File: config.mk
export PLATFORM = sky130hd
export DESIGN_NAME = clock_offset_ema_filter
export DESIGN_NICKNAME = d
export VERILOG_FILES = /design/src/hdl/coef_pkg.sv /design/src/hdl/coef_ctrl.sv /design/src/hdl/coef_dp.sv /design/src/hdl/clock_offset_ema_filter.sv
export SDC_FILE = /design/constraint.sdc
export NUM_CORES = 2
export LEC_CHECK = 0
export BUFFER_PORTS_ARGS = -buffer_cell sky130_fd_sc_hd__buf_4
export CAP_MARGIN = 10
export CORE_UTILIZATION = 25
export DETAILED_ROUTE_END_ITERATION = 7
export HOLD_SLACK_MARGIN = 0.1
export PLACE_DENSITY = 0.39
export SLEW_MARGIN = 25
export SYNTH_ARGS = -nofsm -noshare
export SYNTH_HDL_FRONTEND = slang
export SYNTH_HIERARCHICAL = 1
export SYNTH_SLANG_ARGS = --single-unit
File: constraint.sdc
create_clock -name clk -period 20.5 [get_ports clk]
set_input_delay 1.025 -clock clk [delete_from_list [all_inputs] [get_ports clk]]
set_output_delay 1.025 -clock clk [all_outputs]
set_load 0.01 [all_outputs]
File: src/hdl/coef_pkg.sv
// Package for the clock offset EMA filter: field widths, result modes and
// the command/status structs shared by the controller and the datapath.
// No dependencies.
package coef_pkg;

    localparam int MS_W     = 40;                   // millisecond time fields
    localparam int OFS_W    = MS_W + 1;             // signed offset
    localparam int FAC_W    = 8;                    // filter factor
    localparam int DIV_W    = FAC_W + 1;            // factor + 1, up to 256
    localparam int REM_W    = FAC_W + 1;            // signed remainder
    localparam int SUM_W    = OFS_W + DIV_W;        // signed weighted sum
    localparam int MAG_W    = SUM_W - 1;            // magnitude of the sum
    localparam int CNT_W    = 6;                    // divider step counter
    localparam int IN_W     = 2 * MS_W;             // s_tdata width
    localparam int OUT_RAW  = 1 + MS_W + OFS_W;     // packed result fields
    localparam int OUT_W    = ((OUT_RAW + 7) / 8) * 8;
    localparam int ADDR_W   = 3;

    localparam logic [CNT_W-1:0] DIV_LAST = CNT_W'(MAG_W - 1);

    localparam logic [ADDR_W-1:0] REG_FILTER_FACTOR = 3'd0;

    localparam logic [FAC_W-1:0] FACTOR_RESET = 8'd7;

    // What the commit does with the current item
    localparam logic [1:0] MODE_SET  = 2'd0;   // ask to set the local clock
    localparam logic [1:0] MODE_LOAD = 2'd1;   // load the raw offset
    localparam logic [1:0] MODE_FILT = 2'd2;   // load the filtered offset

    localparam logic ACTION_SET    = 1'b0;
    localparam logic ACTION_FILTER = 1'b1;

    typedef struct packed {
        logic       latch;      // input transfer: capture the sample
        logic       mul;        // offset times factor
        logic       add;        // add new offset and remainder
        logic       abso;       // take magnitude, load divider
        logic       step;       // one restoring divider step
        logic       commit;     // update state, load output register
        logic [1:0] mode;
    } coef_cmd_t;

    typedef struct packed {
        logic first_samples;    // fewer than two samples seen
        logic offset_zero;      // stored offset is zero
        logic div_last;         // final divider step
        logic out_busy;         // output register full and stalled
    } coef_sts_t;

endpackage

File: src/hdl/coef_ctrl.sv
// Controller for the clock offset EMA filter: sequences multiply, add,
// magnitude and serial divide, and gates the commit on the output register.
// Depends on coef_pkg.
module coef_ctrl (
    input  logic               clk,
    input  logic               rst_n,
    input  logic               s_tvalid,
    output logic               s_tready,
    input  coef_pkg::coef_sts_t sts,
    output coef_pkg::coef_cmd_t cmd
);
    import coef_pkg::*;

    localparam logic [2:0] ST_IDLE = 3'd0;
    localparam logic [2:0] ST_MUL  = 3'd1;
    localparam logic [2:0] ST_ADD  = 3'd2;
    localparam logic [2:0] ST_ABS  = 3'd3;
    localparam logic [2:0] ST_DIV  = 3'd4;
    localparam logic [2:0] ST_DONE = 3'd5;

    logic [2:0] state_reg, state_next;
    logic [1:0] mode_reg, mode_next;
    logic       accept;

    assign s_tready = (state_reg == ST_IDLE);
    assign accept   = s_tvalid && s_tready;

    always_comb
    begin
        state_next = state_reg;
        mode_next  = mode_reg;
        cmd        = '0;
        cmd.mode   = mode_reg;
        unique case (state_reg)
            ST_IDLE:
            begin
                if (s_tvalid)
                begin
                    cmd.latch = 1'b1;
                    priority if (sts.first_samples)
                    begin
                        mode_next  = MODE_SET;
                        state_next = ST_DONE;
                    end
                    else if (sts.offset_zero)
                    begin
                        mode_next  = MODE_LOAD;
                        state_next = ST_DONE;
                    end
                    else
                    begin
                        mode_next  = MODE_FILT;
                        state_next = ST_MUL;
                    end
                end
            end
            ST_MUL:
            begin
                cmd.mul    = 1'b1;
                state_next = ST_ADD;
            end
            ST_ADD:
            begin
                cmd.add    = 1'b1;
                state_next = ST_ABS;
            end
            ST_ABS:
            begin
                cmd.abso   = 1'b1;
                state_next = ST_DIV;
            end
            ST_DIV:
            begin
                cmd.step = 1'b1;
                if (sts.div_last)
                    state_next = ST_DONE;
            end
            ST_DONE:
            begin
                // hold until the output register can take the result
                if (!sts.out_busy)
                begin
                    cmd.commit = 1'b1;
                    state_next = ST_IDLE;
                end
            end
            default:
            begin
                state_next = ST_IDLE;
            end
        endcase
    end

    always_ff @(posedge clk or negedge rst_n)
    begin
        if (!rst_n)
        begin
            state_reg <= ST_IDLE;
            mode_reg  <= MODE_SET;
        end
        else
        begin
            state_reg <= state_next;
            mode_reg  <= mode_next;
        end
    end

    a_commit_free: assert property (@(posedge clk) disable iff (!rst_n)
        cmd.commit |-> !sts.out_busy)
        else $error("commit while output register stalled");

    a_div_exit: assert property (@(posedge clk) disable iff (!rst_n)
        (state_reg == ST_DIV) && sts.div_last |=> state_reg == ST_DONE)
        else $error("divider did not finish");

    a_accept_busy: assert property (@(posedge clk) disable iff (!rst_n)
        accept |=> !s_tready)
        else $error("ready held after input transfer");

endmodule

File: src/hdl/coef_dp.sv
// Datapath for the clock offset EMA filter: sample registers, multiplier,
// restoring serial divider, filter state and the output register.
// Depends on coef_pkg.
module coef_dp (
    input  logic                           clk,
    input  logic                           rst_n,
    input  logic [coef_pkg::IN_W-1:0]      s_tdata,
    input  logic [coef_pkg::FAC_W-1:0]     factor,
    input  coef_pkg::coef_cmd_t            cmd,
    output coef_pkg::coef_sts_t            sts,
    output logic                           m_tvalid,
    input  logic                           m_tready,
    output logic [coef_pkg::OUT_W-1:0]     m_tdata
);
    import coef_pkg::*;

    logic [MS_W-1:0]         ref_reg;
    logic signed [OFS_W-1:0] fresh_reg;
    logic signed [SUM_W-1:0] prod_reg;
    logic signed [SUM_W-1:0] sum_reg;
    logic                    neg_reg;
    logic [MAG_W-1:0]        div_q_reg;
    logic [REM_W-1:0]        div_r_reg;
    logic [CNT_W-1:0]        cnt_reg;

    logic signed [OFS_W-1:0] off_reg;
    logic signed [REM_W-1:0] rem_reg;
    logic [1:0]              count_reg;

    logic                    out_valid_reg;
    logic                    out_action_reg;
    logic [MS_W-1:0]         out_clock_reg;
    logic signed [OFS_W-1:0] out_offset_reg;

    logic [DIV_W-1:0]        divisor;
    logic [REM_W:0]          shifted;
    logic                    fits;
    logic [OFS_W-1:0]        q_mag;
    logic signed [OFS_W-1:0] q_signed;
    logic signed [REM_W-1:0] r_signed;
    logic [MAG_W-1:0]        sum_mag;

    assign divisor  = DIV_W'(factor) + DIV_W'(1);
    assign shifted  = {div_r_reg, div_q_reg[MAG_W-1]};
    assign fits     = shifted >= {1'b0, divisor};
    assign q_mag    = div_q_reg[OFS_W-1:0];
    assign q_signed = neg_reg ? $signed(~q_mag + OFS_W'(1)) : $signed(q_mag);
    assign r_signed = neg_reg ? $signed(~div_r_reg + REM_W'(1)) : $signed(div_r_reg);
    assign sum_mag  = sum_reg[SUM_W-1] ? MAG_W'(~sum_reg + SUM_W'(1)) : MAG_W'(sum_reg);

    assign sts.first_samples = !count_reg[1];
    assign sts.offset_zero   = (off_reg == '0);
    assign sts.div_last      = (cnt_reg == DIV_LAST);
    assign sts.out_busy      = out_valid_reg && !m_tready;

    // working registers, no reset needed
    always_ff @(posedge clk)
    begin
        if (cmd.latch)
        begin
            ref_reg   <= s_tdata[MS_W-1:0];
            fresh_reg <= $signed({1'b0, s_tdata[MS_W-1:0]})
                       - $signed({1'b0, s_tdata[IN_W-1:MS_W]});
        end
        if (cmd.mul)
            prod_reg <= SUM_W'(off_reg) * SUM_W'($signed({1'b0, factor}));
        if (cmd.add)
            sum_reg <= prod_reg + SUM_W'(fresh_reg) + SUM_W'(rem_reg);
        if (cmd.abso)
        begin
            neg_reg   <= sum_reg[SUM_W-1];
            div_q_reg <= sum_mag;
            div_r_reg <= '0;
            cnt_reg   <= '0;
        end
        if (cmd.step)
        begin
            div_r_reg <= fits ? REM_W'(shifted - {1'b0, divisor}) : shifted[REM_W-1:0];
            div_q_reg <= {div_q_reg[MAG_W-2:0], fits};
            cnt_reg   <= cnt_reg + CNT_W'(1);
        end
        if (cmd.commit)
        begin
            unique case (cmd.mode)
                MODE_SET:
                begin
                    out_action_reg <= ACTION_SET;
                    out_clock_reg  <= ref_reg;
                    out_offset_reg <= off_reg;
                end
                MODE_LOAD:
                begin
                    out_action_reg <= ACTION_FILTER;
                    out_clock_reg  <= '0;
                    out_offset_reg <= fresh_reg;
                end
                default:
                begin
                    out_action_reg <= ACTION_FILTER;
                    out_clock_reg  <= '0;
                    out_offset_reg <= q_signed;
                end
            endcase
        end
    end

    // filter state and output handshake
    always_ff @(posedge clk or negedge rst_n)
    begin
        if (!rst_n)
        begin
            off_reg       <= '0;
            rem_reg       <= '0;
            count_reg     <= '0;
            out_valid_reg <= 1'b0;
        end
        else
        begin
            if (cmd.commit)
            begin
                out_valid_reg <= 1'b1;
                unique case (cmd.mode)
                    MODE_SET:  count_reg <= count_reg + 2'd1;
                    MODE_LOAD: off_reg   <= fresh_reg;
                    default:
                    begin
                        off_reg <= q_signed;
                        rem_reg <= r_signed;
                    end
                endcase
            end
            else if (m_tready)
                out_valid_reg <= 1'b0;
        end
    end

    assign m_tvalid = out_valid_reg;
    assign m_tdata  = {{(OUT_W-OUT_RAW){1'b0}}, out_offset_reg, out_clock_reg,
                       out_action_reg};

    a_rise_commit: assert property (@(posedge clk) disable iff (!rst_n)
        $rose(out_valid_reg) |-> $past(cmd.commit))
        else $error("result appeared without commit");

    a_count_sat: assert property (@(posedge clk) disable iff (!rst_n)
        count_reg != 2'd3)
        else $error("sample count passed saturation");

endmodule

File: src/hdl/clock_offset_ema_filter.sv
// Top level of the clock offset EMA filter: APB register for the filter
// factor, controller and datapath. Depends on coef_pkg, coef_ctrl, coef_dp.
//
// Usage: each transfer on the s_ channel carries one reference time sample
// (reference and local clock, milliseconds). Each sample yields exactly one
// result transfer on the m_ channel: action, clock value and current offset.
// The first two samples after reset return action 0 (set the local clock to
// clock_value). Later samples load or filter the offset, reference minus
// local, and return action 1.
// Clock-set samples and the direct load while the stored offset is zero go
// from the input transfer straight to the commit state. A filtered sample
// passes through multiply, add, magnitude, 49 restoring divider steps by
// factor plus one, and commit. The block takes one sample at a time:
// s_tready stays low from the input transfer until the commit.
// Reset clears the offset, remainder and sample count and sets the factor
// to 7. A stalled receiver holds the result in the output register and
// the block finishes the next sample only up to its commit, where it waits.
// Write filter_factor at byte address 0 only while the block is idle.
module clock_offset_ema_filter (
    input  logic                          clk,
    input  logic                          rst_n,
    // s_tdata: [39:0] reference_ms, [79:40] local_ms
    input  logic                          s_tvalid,
    output logic                          s_tready,
    input  logic [coef_pkg::IN_W-1:0]     s_tdata,
    // m_tdata: [0] action, [40:1] clock_value, [81:41] offset_ms, [87:82] zero
    output logic                          m_tvalid,
    input  logic                          m_tready,
    output logic [coef_pkg::OUT_W-1:0]    m_tdata,
    input  logic                          psel,
    input  logic                          penable,
    input  logic                          pwrite,
    input  logic [coef_pkg::ADDR_W-1:0]   paddr,
    input  logic [31:0]                   pwdata,
    output logic [31:0]                   prdata,
    output logic                          pready
);
    import coef_pkg::*;

    logic [FAC_W-1:0] factor_reg;
    logic             reg_hit;
    coef_cmd_t        cmd;
    coef_sts_t        sts;

    assign pready  = 1'b1;
    // byte lanes ignored: only the word address selects the register
    assign reg_hit = (paddr[ADDR_W-1] == REG_FILTER_FACTOR[ADDR_W-1]);
    assign prdata  = reg_hit ? {{(32-FAC_W){1'b0}}, factor_reg} : 32'd0;

    always_ff @(posedge clk or negedge rst_n)
    begin
        if (!rst_n)
            factor_reg <= FACTOR_RESET;
        else if (psel && penable && pwrite && pready && reg_hit)
            factor_reg <= pwdata[FAC_W-1:0];
    end

    coef_ctrl u_ctrl (
        .clk      (clk),
        .rst_n    (rst_n),
        .s_tvalid (s_tvalid),
        .s_tready (s_tready),
        .sts      (sts),
        .cmd      (cmd)
    );

    coef_dp u_dp (
        .clk      (clk),
        .rst_n    (rst_n),
        .s_tdata  (s_tdata),
        .factor   (factor_reg),
        .cmd      (cmd),
        .sts      (sts),
        .m_tvalid (m_tvalid),
        .m_tready (m_tready),
        .m_tdata  (m_tdata)
    );

endmodule
==> summary.txt <==
CTS
  • Clock transition at the registers of the reported paths: around 0.06 ns
  • Clk Latency, worst-skew pair: between 0.6 and 0.7 ns
  • Hold Buf Count CTS: 0
  • CTS tree: done
  • Clock sink count: around 390
  • Root Driver: clkbuf_16
  • Post-cts sizing count: 0
  • Max clock buf depth: 3
  • Cts bufs inserted: 51
  • # H-tree levels: 2
  • Post-CTS setup buffers: 0

Worst setup path
  • WS Path Type: reg -> reg
  • Slowest-stage cell, CP: a211oi_1
  • Crit-path cells: buf_4 -> nand2_1 -> fa_1 -> inv_1 -> fa_1 -> inv_1 -> fa_1 -> fa_1 -> inv_1 -> ha_1 -> a21o_1 -> a21oi_1 -> nor3_1 -> or3_1 -> a211oi_1 -> a21oi_1 -> o41ai_1 -> o21ai_0 -> xnor2_1
  • CP Capture Type: flip-flop
  • Worst EP arrival: 7.29 ns
  • RR Startpoint: factor_reg[0]$_DFFE_PN1P_
  • CP startpoint kind: flip-flop
  • Crit path max fanout: 47
  • Critical Path Start: factor_reg[0]$_DFFE_PN1P_
  • CP max stage delay: 0.62 ns
  • Crit-path most repeated cell: fa_1
  • WP data required: between 20 and 25 ns

Cells and area
  • Leading cell type in the layout, fill and taps excluded: inv_1
  • Final cell area excluding filler cells: roughly 0.040 mm²
  • Antenna Cells: 0
  • Ratio of cells with drive above 1 in the final layout: a little over a tenth
  • Layout net count: 4,226
  • Most frequent cells in the layout: inv_1 (430), nand2_1 (359), edfxtp_1 (328)
  • P&R area growth vs syn: 13.9%

STA
  • Setup TNS: 0 ns
  • Setup WS post-layout: 13.57 ns
  • Slew headroom: 27.1%
  • Setup violators final: 0
  • Clock Skew: approximately 0.04 ns
  • Final worst-path cycle share: 33.8%
  • Fmax: approximately 140 MHz
  • Tightest Pin Transition: around 1.1 ns
  • Final hold vios: 0
  • WHS: about 0.37 ns
  • Pins Over Slew Limit: 0
  • RSZ-0062 raised after global routing: no
  • Tmin final: approximately 7 ns

Floorplan
  • Starting Density: 25.3%
  • Total die area: approximately 0.14 mm²
  • Rows: roughly 140
  • Die Y: between 300 and 400 µm
  • Io pins: between 200 and 250
  • DIE WIDTH: roughly 380 µm
  • Core area: ~0.14 mm²

Global route
  • Initial antenna violation count: 8
  • Grt ovf: 0
  • GRT Util Overall: approximately 15%
  • Largest net degree at the start of global routing: 72
  • Number of global-route vias before repair: between 20,000 and 30,000
  • First-pass GRT wire length: 161,000 µm

Detailed routing
  • Routed WL: 106,000 µm
  • 1st-iter DRT viols: roughly 1,300
  • DR pass1 iterations: 6
  • Vias per Instance: around 4.5
  • DRC viols: 0
  • Post-DRT Antenna Nets: 0
  • Avg WL per Cell: roughly 19 µm
  • Vias: 25,000

Synthesis
  • Netlist cell types: 82
  • Sequential-to-total area share from yosys stat: about a third
  • Synthesized area: about 0.035 mm²
  • Top cells by area, synth: edfxtp_1 (28%), fa_1 (17%), ha_1 (7.3%)
  • Largest area contributor in the netlist: edfxtp_1
  • EDFF count, synth: between 300 and 400
  • Post-Syn Area per Cell: around 9.9 µm²
  • Most used DFF post-synth: edfxtp_1
  • Warnings, synthesis: 6
  • Post-Syn Instances: 3,507
  • Share of the synthesized area in the top cell type: between 20% and 30%
  • Async set-reset flop share out of synthesis: between 10% and 20%
  • Yosys reg bits: ~390

Outcome
  • Status: finished, final reports clean

Placed design
  • Global placer's final weighted congestion: ~0.83
  • Pre-CTS setup slack: ~14 ns
  • Hpwl dp: roughly 81,000 µm
  • Port Buffers: 187
  • Dpl cell area: approximately 0.038 mm²

Flow run
  • Max-cap violations: 0

Worst hold path
  • Min-Delay Path Class: in -> async
[worst max-delay path, delay by kind of cell, from the launching register on]
family,cells,cell delay (ns)
adder cells (fa/ha/maj),5,2.36
AO/OA/AOI/OAI,6,2.21
buffers and inverters,4,0.69
AND/OR/NAND/NOR,3,0.67
flip-flops,1,0.51
XOR/XNOR,1,0.17
[per-layer routing]
layer,GRT usage (%),part of all wire (%)
met1,20.4,46
met2,25.3,48
met3,1.80,3.8
met4,3.29,1.8
met5,0,0.012
[Yosys cell counts (4+ instances only)]
master / instances
fa_1: 304
dfrtp_1: 63
or4_1: 12
clkbuf_1: 161
mux2_2: 46
or3_1: 14
mux2i_1: 32
a221o_1: 13
a21boi_0: 13
nor3b_1: 7
nor4_1: 21
and3_1: 21
and2_1: 244
o21a_1: 17
nand4_1: 33
a41oi_1: 7
ha_1: 203
buf_4: 33
inv_1: 430
and4_1: 7
o21bai_1: 26
nand3_1: 52
and2b_2: 8
nor2_1: 100
buf_1: 6
nand4b_1: 4
xor2_1: 98
or2_2: 15
edfxtp_1: 328
or3_4: 4
o211ai_1: 7
nor3_1: 22
nand2_1: 359
a21o_1: 100
a21oi_1: 161
o21ai_0: 182
xnor2_1: 139
a211oi_1: 18
nand2b_1: 30
a31oi_1: 24
o31ai_1: 38
nor2b_1: 25
o41ai_1: 13
[area by class of cell]
class | instances | area, µm²
Sequential cell | 394 | 11500
Tap cell | 1863 | 2330
Fill cell | 14600 | 98300
Inverter | 431 | 1620
Clock buffer | 65 | 1370
Clock inverter | 28 | 292
Multi-Input combinational cell | 2505 | 21000
Timing Repair Buffer | 214 | 1620
[kinds of logic after synthesis]
family                   share of synthesized area (%)
adder cells (fa/ha/maj)                           24.7
AO/OA/AOI/OAI                                     12.0
other                                           0.0323
multiplexers                                      2.45
flip-flops                                        33.0
buffers and inverters                             7.23
XOR/XNOR                                          5.95
AND/OR/NAND/NOR                                   14.6
[metrics by stage]
stage               instances  utilization [%]
floorplan                3535                -
global placement         5406             27.6
detailed placement       5407             27.6
CTS                      5500             28.8
global route             5500             28.8
finish                   5500             28.8
[path summary, 6_finish.rpt]
kind,slack [ns],end,cells past startpoint
setup / recovery,13.57,u_dp/prod_reg[49]$_DFFE_PP_,19
hold / removal,0.37,u_dp/m_tvalid$_DFFE_PN0P_,1
setup reg to reg,13.57,u_dp/prod_reg[49]$_DFFE_PP_,19
hold reg to reg,0.48,u_dp/count_reg[0]$_DFFE_PN0P_,1
max in group asynchronous,19.14,u_dp/off_reg[38]$_DFFE_PN0P_,2
min in group clk,0.48,u_dp/count_reg[0]$_DFFE_PN0P_,1
Power is not shown: default switching activity piles up to over one toggle a cycle in this logic, so the estimate is an artifact.
